===== src/rtl/rwg_pkg.sv =====
// Shared types, constants and helper functions of the reference waveform generator.
// Used by rwg_divider, rwg_datapath, rwg_ctrl and the top level.
package rwg_pkg;

  localparam int DIV_W  = 50;  // dividend and quotient width of the serial divider
  localparam int DVS_W  = 18;  // divisor and remainder width
  localparam int CNT_W  = 6;   // divider step counter
  localparam int ACC_W  = 50;  // exact component sum
  localparam int TICK_W = 48;

  localparam logic [31:0] IMPULSE_LEVEL = 32'd65536;
  localparam longint unsigned Q30_ONE = 64'd1073741824;
  localparam longint unsigned PI_Q30  = 64'd3373259426;
  localparam int SINE_DEN [7] = '{210, 156, 110, 72, 42, 20, 6};

  typedef enum logic [2:0] {
    REG_MODE_MASK    = 3'd0,
    REG_STEP_LEVEL   = 3'd1,
    REG_SQUARE_AMP   = 3'd2,
    REG_SQUARE_SHAPE = 3'd3,
    REG_SINE_AMP     = 3'd4,
    REG_SINE_PERIOD  = 3'd5,
    REG_TRI_AMP      = 3'd6,
    REG_TRI_PERIOD   = 3'd7
  } reg_idx_t;

  typedef enum logic [3:0] {
    OP_NONE, OP_LOAD, OP_DIV_SQ, OP_SQ_ADD, OP_DIV_SN, OP_SN_PHASE, OP_DIV_SI, OP_ROM,
    OP_SN_MUL, OP_SN_ADD, OP_DIV_TR, OP_TR_PHASE, OP_TR_MUL, OP_DIV_TQ, OP_TR_ADD, OP_FINISH
  } op_t;

  typedef enum logic [4:0] {
    ST_IDLE, ST_SQ_DIV, ST_SQ_WAIT, ST_SN_DIV, ST_SN_WAIT, ST_SI_DIV, ST_SI_WAIT,
    ST_SN_MUL, ST_SN_ADD, ST_TR_DIV, ST_TR_WAIT, ST_TR_MUL, ST_TQ_DIV, ST_TQ_WAIT,
    ST_FINISH
  } state_t;

  typedef struct packed {
    logic div_done;
  } status_t;

  // A period field of zero behaves as a period of one.
  function automatic logic [15:0] eff_period(input logic [15:0] p);
    return (p == 16'd0) ? 16'd1 : p;
  endfunction

  // sin(x) for x in [0, pi/2], Q2.30 in and out, truncating Horner evaluation.
  function automatic longint unsigned sin_q30(input longint unsigned x);
    longint unsigned x2;
    longint unsigned t;
    x2 = (x * x) >> 30;
    t  = Q30_ONE;
    for (int i = 0; i < 7; i++) begin
      t = Q30_ONE - ((x2 * t) >> 30) / SINE_DEN[i];
    end
    t = (x * t) >> 30;
    return (t > Q30_ONE) ? Q30_ONE : t;
  endfunction

endpackage


===== src/rtl/rwg_ctrl.sv =====
// Sequencer for one tick: square, sine and triangle passes through the shared
// divider, then the result hand-off. Depends on rwg_pkg.
module rwg_ctrl (
  input  logic             clk,
  input  logic             rst,
  input  logic             in_valid,
  output logic             in_ready,
  output logic             out_valid,
  input  logic             out_ready,
  input  rwg_pkg::status_t status,
  output rwg_pkg::op_t     op
);
  import rwg_pkg::*;

  state_t state, state_next;
  logic   out_valid_next;

  always_ff @(posedge clk) begin
    if (rst) begin
      state     <= ST_IDLE;
      out_valid <= 1'b0;
    end else begin
      state     <= state_next;
      out_valid <= out_valid_next;
    end
  end

  always_comb begin
    state_next     = state;
    op             = OP_NONE;
    in_ready       = 1'b0;
    out_valid_next = out_valid && !out_ready;
    unique case (state)
      ST_IDLE: begin
        in_ready = 1'b1;
        if (in_valid) begin
          op         = OP_LOAD;
          state_next = ST_SQ_DIV;
        end
      end
      ST_SQ_DIV:  begin op = OP_DIV_SQ; state_next = ST_SQ_WAIT; end
      ST_SQ_WAIT: if (status.div_done) begin op = OP_SQ_ADD; state_next = ST_SN_DIV; end
      ST_SN_DIV:  begin op = OP_DIV_SN; state_next = ST_SN_WAIT; end
      ST_SN_WAIT: if (status.div_done) begin op = OP_SN_PHASE; state_next = ST_SI_DIV; end
      ST_SI_DIV:  begin op = OP_DIV_SI; state_next = ST_SI_WAIT; end
      ST_SI_WAIT: if (status.div_done) begin op = OP_ROM; state_next = ST_SN_MUL; end
      ST_SN_MUL:  begin op = OP_SN_MUL; state_next = ST_SN_ADD; end
      ST_SN_ADD:  begin op = OP_SN_ADD; state_next = ST_TR_DIV; end
      ST_TR_DIV:  begin op = OP_DIV_TR; state_next = ST_TR_WAIT; end
      ST_TR_WAIT: if (status.div_done) begin op = OP_TR_PHASE; state_next = ST_TR_MUL; end
      ST_TR_MUL:  begin op = OP_TR_MUL; state_next = ST_TQ_DIV; end
      ST_TQ_DIV:  begin op = OP_DIV_TQ; state_next = ST_TQ_WAIT; end
      ST_TQ_WAIT: if (status.div_done) begin op = OP_TR_ADD; state_next = ST_FINISH; end
      ST_FINISH: begin
        // The result register is reloaded only once the previous item has left.
        if (!out_valid || out_ready) begin
          op             = OP_FINISH;
          out_valid_next = 1'b1;
          state_next     = ST_IDLE;
        end
      end
      default: state_next = ST_IDLE;
    endcase
  end

  a_finish_free: assert property (@(posedge clk) disable iff (rst)
    op == OP_FINISH |-> !out_valid || out_ready)
    else $error("result overwritten before it was taken");
  a_done_in_wait: assert property (@(posedge clk) disable iff (rst)
    status.div_done |-> state == ST_SQ_WAIT || state == ST_SN_WAIT ||
                        state == ST_SI_WAIT || state == ST_TR_WAIT || state == ST_TQ_WAIT)
    else $error("divider finished outside a wait state");

endmodule


===== config.mk =====
export PLATFORM = sky130hd
export DESIGN_NAME = rwg_ctrl
export DESIGN_NICKNAME = d
export VERILOG_FILES = /design/src/rtl/rwg_pkg.sv /design/src/rtl/rwg_ctrl.sv
export SDC_FILE = /design/constraint.sdc
export NUM_CORES = 1
export LEC_CHECK = 0
export BUFFER_PORTS_ARGS = -buffer_cell sky130_fd_sc_hd__buf_2
export CAP_MARGIN = 30
export CORE_AREA = 2 2 39 41
export DETAILED_ROUTE_END_ITERATION = 12
export DIE_AREA = 0 0 41 43
export MAX_ROUTING_LAYER = met4
export PLACE_DENSITY = 0.65
export SLEW_MARGIN = 20
export SYNTH_ARGS = -nofsm -noshare
export SYNTH_HDL_FRONTEND = slang
export SYNTH_SLANG_ARGS = --single-unit

===== constraint.sdc =====
create_clock -name clk -period 1.3 [get_ports clk]
set_input_delay 0 -clock clk [delete_from_list [all_inputs] [get_ports clk]]
set_output_delay 0 -clock clk [all_outputs]
set_load 0.005 [all_outputs]

==> flow_metrics.tcl, run 1 <==
set metrics [dict create \
    status "complete, but fails checks" \
    violations "negative setup slack" \
    criticalPathCategory "register to primary output" \
    cts_root_buf "clkbuf_4" \
    synth-simple-area-share_pct 26.9 \
    synthFlopType "dfxtp_1" \
    synth_adder_area_share_pct 0 \
    end_kind "primary output" \
    max_freq_ghz 0.614 \
    grt_overflow 0 \
    synth_area_um2 450 \
    min_from "out_ready" \
    stdcell_count 120 \
    die_area_um2 1760 \
    min_period_over_period_pct 125 \
    cts_buffer_depth 2 \
    synth_top_family_by_area "compound AO/OA/AOI/OAI gates" \
    numCtsBuffers 3 \
    final_antenna_net_count 0 \
    synth_edf_count 0 \
    nets 110 \
    worstHoldEndpoint "out_valid" \
    cap_violations 0 \
    yosysTopAreaCellShare_pct 22.2 \
    crit_arrival_ps 1630 \
    yosysUniqueCellTypes 29 \
    power.leakage_nw 0.459 \
    p_per_area_nw_per_um2 706 \
    synth.ff_latch_count 5 \
    vias 660 \
    ff2ff_path_depth 7 \
    core_um2 1380 \
    die_w_um 41 \
    drt_iter0_drc 9 \
    crit_required_ps 1300 \
    synthMuxAreaShare_pct 0 \
    yosys.area_share.xor_xnor_pct 0 \
    worst_pin_slew_ps 452 \
    fin_util_pct 68.9 \
    slew_violations 0 \
    mostFrequentLayoutCell "buf_4" \
    yosysTopAreaCell "dfxtp_1" \
    fin_total_pwr_mw 0.673 \
    cts_sinks 5 \
    fin_skew_ps 0.328 \
    die_y_um 43 \
    cts_max_level 1 \
    grt_max_degree 10 \
    gp_congestion 0.877 \
    initial_utilization_pct 32.5 \
    portBuffers 10 \
    grt_setup_unrepaired "yes" \
    grt_pass1_vias 699 \
    min_path_type "primary input to register" \
    wirelength_um 2000 \
    dr.pass1.iters 3 \
    antenna_found_initial 0 \
    seq_area_frac_synth_pct 22.2 \
    row_count 14 \
    final_cell_mix "buf_4, buf_6, buf_2" \
    drcViolationCount 0 \
    track_usage_pct 24.6 \
    dpl.hpwl_um 1060 \
    min_path_cells 4 \
    syn_to_final_growth_pct 112 \
    r2r-start "state[3]" \
    setup_ws_ps -329 \
    wire_per_inst_um 16.7 \
    synth_area_leaders "dfxtp_1, a21oi_1, nand2b_1" \
    tritoncts "built" \
    async_flop_share_pct 0 \
    hold_viol_final 0 \
    ys_warn_count 0 \
    diodes 0 \
    clkTransAtPathRegs_ps 40 \
    period_minus_slack_ps 1630 \
    vdd_drop_max_uv 577 \
    drive_above_1_share_pct 68.3 \
    routed_via_density 5.50 \
    synthCells 60 \
    regToRegEndpoint "state[0]" \
    syn_area_per_cell_um2 7.51 \
    synth_compound_area_share_pct 40.6 \
    ios 11 \
    dpl.cell_count 99 \
    reg2reg_slack_ps -290 \
    post-place-ws_ps -225 \
    clkLatencyLatePin_ps 240 \
    grt_pass1_wl_um 2830 \
    max_slew_margin_pct 69.6 \
    start_kind "register" \
    finalSetupViolCount 9 \
    crit_path_max_fanout 4 \
    synth_fp_nets 65 \
]
-- per-layer routing --
layer	part of all wire, %	global-route usage [%]
met1	39	24.3
met2	57	40.3
met3	2.1	4.71
met4	2.4	17.3
met5	0	-
-- cell families after synthesis --
| kind of cell | count (synthesis) |
|---|---|
| flip-flops | 5 |
| buffers and inverters | 10 |
| AND/OR/NAND/NOR | 20 |
| AO/OA/AOI/OAI | 25 |
-- worst max-delay path: stages, from the launching register on --
cell and delay, ps:
dfxtp_4 350, buf_6 120, or3b_1 380, o22ai_2 120
a311o_1 200, buf_4 130, buf_6 80
-- state kept, by name (all words and copies together), names as in the netlist --
register,flops
out_valid,1
state,4
-- metrics by stage --
step | TNS, ps | instance area [um2] | hold WS (ps)
final | -1700 | 953 | 290
after global routing | -2100 | 953 | 329
after CTS | -1360 | 830 | 228
after detailed placement | -718 | 651 | 247
after global placement | -407 | 651 | 237
after floorplan | 0 | 492 | 59.4
-- report_power, final --
group / switching, mW / leakage (nW) / internal (mW)
logic: 0.143 / 0.401 / 0.178
clock network: 0.0600 / 0.0150 / 0.116
registers: 0.0152 / 0.0433 / 0.161
total: 0.218 / 0.459 / 0.455
-- Yosys cell counts (2+ instances only) --
cell / number
dfxtp_1: 5
buf_2: 4
or3_1: 2
nor2_1: 4
a21oi_1: 8
nand2_1: 4
o21ai_0: 2
a211oi_1: 2
o41ai_1: 2
inv_1: 5
nand2b_1: 4
-- final cells by class --
class	count	area, um2
tap	16	20.0
clock buffer	4	26.3
sequential	5	113
multi-input combinational	45	418
fill	105	430
inverter	5	21.3
timing repair buffer	45	355
-- how the worst max path moves through the flow --
stage,from,endpoint,slack [ps],cells after the start
after floorplan,state[3],state[0],0.2,5
after global placement,state[0],state[2],-130,5
after detailed placement,state[0],state[2],-230,5
after CTS,state[3],op[0],-230,6
after global routing,state[3],op[0],-350,6
final,state[3],op[0],-330,6
-- what timing repair did --
| item | in CTS | in global routing |
|---|---|---|
| gates resized for setup | 16 | 17 |
| gates cloned | 0 | 0 |
| hold buffers | 1 | 0 |
| pin swaps | 7 | 10 |
| endpoints found under the hold margin | 1 | 0 |
| setup buffers | 12 | 5 |
| endpoints found under the setup margin | 8 | 8 |
Power figures use the tool's default switching activity.
==> inputs of run 2 (changes only) <==
--- a/config.mk
+++ b/config.mk
@@ -12,6 +12,7 @@
 export DIE_AREA = 0 0 41 43
 export MAX_ROUTING_LAYER = met4
 export PLACE_DENSITY = 0.65
+export REMOVE_ABC_BUFFERS = 1
 export SLEW_MARGIN = 20
 export SYNTH_ARGS = -nofsm -noshare
 export SYNTH_HDL_FRONTEND = slang
==> flow_metrics.tcl, run 2 (synthesis results as in run 1) <==
set metrics [dict create \
    row_count 14 \
    dpl.hpwl_um 1080 \
    num-fill-cells 112 \
    cap_violations 0 \
    min_from "out_ready" \
    power.leakage_nw 0.441 \
    fin_total_pwr_mw 0.673 \
    cts_max_level 1 \
    regToRegEndpoint "state[0]" \
    min_path_type "primary input to register" \
    cts_buffer_depth 2 \
    regArea_um2 115 \
    nets 109 \
    drt_iter0_drc 6 \
    final_cell_mix "buf_4, buf_2, buf_6" \
    status "complete, but fails checks" \
    setup_ws_ps -302 \
    largest_register_ff_count 4 \
    violations "negative setup slack" \
    antenna_found_initial 0 \
    cts_root_buf "clkbuf_4" \
    final_antenna_net_count 0 \
    min_path_cells 4 \
    crit_required_ps 1300 \
    min_period_over_period_pct 123 \
    reg2reg_slack_ps -250 \
    multi_input_area_um2 389 \
    drcViolationCount 0 \
    tritoncts "built" \
    routed_via_density 5.59 \
    grt_overflow 0 \
    dpl.cell_count 102 \
    period_minus_slack_ps 1600 \
    crit_path_max_fanout 3 \
    max_slew_margin_pct 64.9 \
    core_um2 1380 \
    wirelength_um 1920 \
    ff2ff_path_depth 7 \
    wire_per_inst_um 16.1 \
    vias 665 \
    vdd_drop_max_uv 426 \
    reg.largest.list "state (4), out_valid (1)" \
    setup-tns-final_ps -1570 \
    dr.pass1.iters 4 \
    fin_skew_ps 3.12 \
    cts_sinks 5 \
    initial_utilization_pct 32.5 \
    clkTransAtPathRegs_ps 40 \
    grt_setup_unrepaired "yes" \
    grt_pass1_wl_um 2930 \
    hold_viol_final 0 \
    worst_pin_slew_ps 522 \
    numCtsBuffers 3 \
    die_y_um 43 \
    gp_congestion 0.906 \
    syn_to_final_growth_pct 107 \
    top_register "state" \
    fin_util_pct 67.3 \
    final_area_um2 931 \
    end_kind "primary output" \
    portBuffers 10 \
    mostFrequentLayoutCell "buf_4" \
    drive_above_1_share_pct 63.1 \
    track_usage_pct 25.3 \
    die_area_um2 1760 \
    start_kind "register" \
    p_per_area_nw_per_um2 723 \
    grt_pass1_vias 677 \
    slew_violations 0 \
    finalSetupViolCount 8 \
    grt_max_degree 10 \
    worstHoldEndpoint "out_valid" \
    diodes 0 \
    max_freq_ghz 0.624 \
    die_w_um 41 \
    clkLatencyLatePin_ps 240 \
    r2r-start "state[3]" \
    stdcell_count 119 \
    crit_arrival_ps 1600 \
    placed_area_um2 663 \
    criticalPathCategory "register to primary output" \
    ios 11 \
]
run 2: cell count changes in the layout (fill, tap and decap cells not counted), sizes merged:
cell / before / now
buf: 44 / 43
run 2: cell type report:
| class | instances | area share (%) |
|---|---|---|
| Multi-Input combinational cell | 45 | 41.8 |
| Timing Repair Buffer | 44 | 38.3 |
| Sequential cell | 5 | 12.4 |
| Clock buffer | 4 | 2.82 |
| Inverter | 5 | 2.55 |
| Tap cell | 16 | 2.15 |
run 2: repair_timing:
item                                    in CTS  in global routing
hold endpoints to repair                     3                  0
pin swaps                                   10                  2
resized for setup                           30                  8
setup buffers                               10                  3
endpoints found under the setup margin       8                  8
hold buffers                                 1                  0
run 2: routing by layer:
layer / wire [um] / part of all wire (%) / global-route usage [%]
met5: 0 / 0 / -
met4: 91 / 4.7 / 14.7
met3: 91 / 4.7 / 8.38
met2: 988 / 52 / 38.8
met1: 744 / 39 / 26.8
run 2: how the worst max path moves through the flow:
stage / from / slack (ps) / cells past startpoint / end
final: state[3] / -300 / 6 / op[0]
after global routing: state[3] / -360 / 6 / op[0]
after detailed placement: state[2] / -230 / 5 / state[2]
after global placement: state[2] / -220 / 5 / state[2]
after floorplan: state[1] / -260 / 4 / state[2]
after CTS: state[3] / -240 / 6 / op[0]
run 2: through the flow:
step	setup slack, ps	hold slack (ps)
floorplan	-256	69.1
global placement	-224	233
detailed placement	-234	238
CTS	-239	238
global route	-361	260
finish	-302	258
run 2: worst max-delay path: stages (launching register included):
cell and delay [ps]:
dfxtp_4 350, buf_6 110, or3b_1 390, o22ai_2 130, a311o_1 180, buf_4 120
buf_6 80
run 2: power breakdown:
part | internal [mW] | switching, mW
logic | 0.183 | 0.136
clock network | 0.116 | 0.0647
registers | 0.161 | 0.0127
total | 0.460 | 0.214
==> inputs of run 3 (changes only) <==
--- a/config.mk
+++ b/config.mk
@@ -5,13 +5,13 @@
 export SDC_FILE = /design/constraint.sdc
 export NUM_CORES = 1
 export LEC_CHECK = 0
+export ABC_AREA = 1
 export BUFFER_PORTS_ARGS = -buffer_cell sky130_fd_sc_hd__buf_2
 export CAP_MARGIN = 30
-export CORE_AREA = 2 2 39 41
+export CORE_UTILIZATION = 30
 export DETAILED_ROUTE_END_ITERATION = 12
-export DIE_AREA = 0 0 41 43
 export MAX_ROUTING_LAYER = met4
-export PLACE_DENSITY = 0.65
+export PLACE_DENSITY = 0.59
 export REMOVE_ABC_BUFFERS = 1
 export SLEW_MARGIN = 20
 export SYNTH_ARGS = -nofsm -noshare
==> flow_metrics.tcl, run 3 <==
set metrics [dict create \
    gp_congestion 0.753 \
    wirelength_um 1210 \
    die_w_um 42.0 \
    drt_iter0_drc 6 \
    synthTopCellsByCount "nor2_1, inv_1, nand2_1, nand3_1" \
    synth_area_leaders "dfxtp_1, nor2_1, nand3_1" \
    whs_ps 78.5 \
    yosysUniqueCellTypes 21 \
    ios 11 \
    startpoint "state[0]" \
    power.leakage_nw 0.357 \
    start_kind "register" \
    cpMaxStageDelayCell "dfxtp_4" \
    cp_top_family "simple AND/OR/NAND/NOR gates" \
    worstHoldEndpoint "out_valid" \
    max_slew_margin_pct 84.1 \
    grt_pass1_vias 452 \
    portBuffers 10 \
    largest_register_ff_count 4 \
    r2r-start "state[1]" \
    violations "negative setup slack" \
    dr.pass1.iters 2 \
    initial_utilization_pct 31.8 \
    nets 108 \
    grt_setup_unrepaired "yes" \
    reg.largest.list "state (4), out_valid (1)" \
    max_freq_ghz 0.760 \
    core_um2 1510 \
    ff2ff_path_depth 9 \
    dpl.hpwl_um 870 \
    cts_max_level 1 \
    synthCells 80 \
    regToRegEndpoint "state[2]" \
    crit_arrival_ps 1320 \
    synth.ff_latch_count 5 \
    mostFrequentLayoutCell "nor2_1" \
    path_cells "nor2_2 > nand3b_1 > nand2_1 > inv_2 > nand2_2 > nor2_1 > buf_2" \
    end_kind "primary output" \
    synth_adder_area_share_pct 0 \
    final_area_um2 683 \
    tritoncts "built" \
    timing.critical_path.buf_inv 2 \
    min_path_type "primary input to register" \
    synth_top_family_by_area "simple AND/OR/NAND/NOR gates" \
    drcViolationCount 0 \
    yosysTopAreaCell "dfxtp_1" \
    synth_most_common_cell "nor2_1" \
    finalSetupViolCount 1 \
    grt_pass1_wl_um 1840 \
    antenna_found_initial 0 \
    seq_area_frac_synth_pct 20.9 \
    grt_overflow 0 \
    yosysTopAreaCellShare_pct 20.9 \
    numCtsBuffers 3 \
    synth-simple-area-share_pct 47.8 \
    final_cell_mix "nor2_1, inv_1, buf_2, buf_4, nand3_1" \
    die_y_um 42.0 \
    p_per_area_nw_per_um2 1740 \
    drive_above_1_share_pct 47.1 \
    top_register "state" \
    placed_area_um2 549 \
    min_path_cells 4 \
    min_from "out_ready" \
    async_flop_share_pct 0 \
    vias 545 \
    synthMuxAreaShare_pct 0 \
    crit_required_ps 1300 \
    final_antenna_net_count 0 \
    slew_violations 0 \
    syn_area_per_cell_um2 5.99 \
    diodes 0 \
    synthFlopType "dfxtp_1" \
    worst_pin_slew_ps 237 \
    track_usage_pct 14.9 \
    status "complete, but fails checks" \
    cts_buffer_depth 2 \
    cts_sinks 5 \
    hold_viol_final 0 \
    reg2reg_slack_ps 70 \
    syn_to_final_growth_pct 42.6 \
    cap_violations 0 \
    min_period_over_period_pct 101 \
    post-place-ws_ps -28.3 \
    clkLatencyLatePin_ps 240 \
    fin_util_pct 45.3 \
    crit_path_max_fanout 7 \
    ys_warn_count 0 \
    period_minus_slack_ps 1320 \
    grt_max_degree 8 \
    wire_per_inst_um 10.3 \
    yosys.area_share.xor_xnor_pct 0 \
    setup_ws_ps -15.9 \
    vdd_drop_max_uv 525 \
    clkTransAtPathRegs_ps 40 \
    cts_root_buf "clkbuf_4" \
    row_count 14 \
    synth_area_um2 479 \
    synth_compound_area_share_pct 14.1 \
    fin_total_pwr_mw 1.19 \
    critical-path-max-stage-delay_ps 380 \
    die_area_um2 1760 \
    routed_via_density 4.62 \
    synth_edf_count 0 \
    criticalPathCategory "register to primary output" \
    fin_skew_ps 2.69 \
]
run 3: logic make-up (layout without fill, tap and decap cells):
logic type	after synthesis	in the layout
AO/OA/AOI/OAI	12	12
flip-flops	5	5
buffers and inverters	17	39
AND/OR/NAND/NOR	46	46
run 3: per-layer routing:
layer	track usage [%]	vias up	share of wire, %
met5	-	-	0
met4	11.6	0	3.0
met3	3.91	4	2.1
met2	22.2	8	49
met1	16.8	233	45
li1	-	300	-
run 3: area by class of cell:
class,instances,area (um2)
clock buffer,4,26.3
fill,163,823
tap,16,20.0
multi-input combinational,58,334
timing repair buffer,21,135
inverter,14,57.6
sequential,5,110
run 3: through the flow:
step           TNS, ps  instances
5_1_grt           -346        118
2_1_floorplan        0         77
3_5_place_dp     -91.8        107
6_report         -15.9        118
3_3_place_gp         0        107
4_1_cts          -12.3        114
run 3: worst min-delay path, stage by stage:
cell,delay (ps)
buf_2,80
nor2_2,40
nor2_1,100
nor2_1,50
run 3: what timing repair did:
item                                   4_1_cts  5_1_grt
pin swaps                                    0        3
hold buffers                                 1        0
gates cloned                                 0        0
setup endpoints to repair                    5        4
endpoints found under the hold margin        2        0
resized for setup                           11        9
buffers inserted                             2        4
run 3: worst max-delay path by stage:
stage          endpoint  slack, ps  cells after the start
3_3_place_gp      op[3]         10                      9
4_1_cts           op[3]        -10                      6
2_1_floorplan  state[1]        130                      9
5_1_grt           op[0]        -90                      7
6_report          op[0]        -20                      7
3_5_place_dp      op[3]        -30                      9
run 3: power breakdown:
group	internal (mW)	leakage (nW)	switching, mW
sequential	0.209	0.0430	0.0854
clock	0.116	0.0150	0.0616
combinational	0.340	0.299	0.377
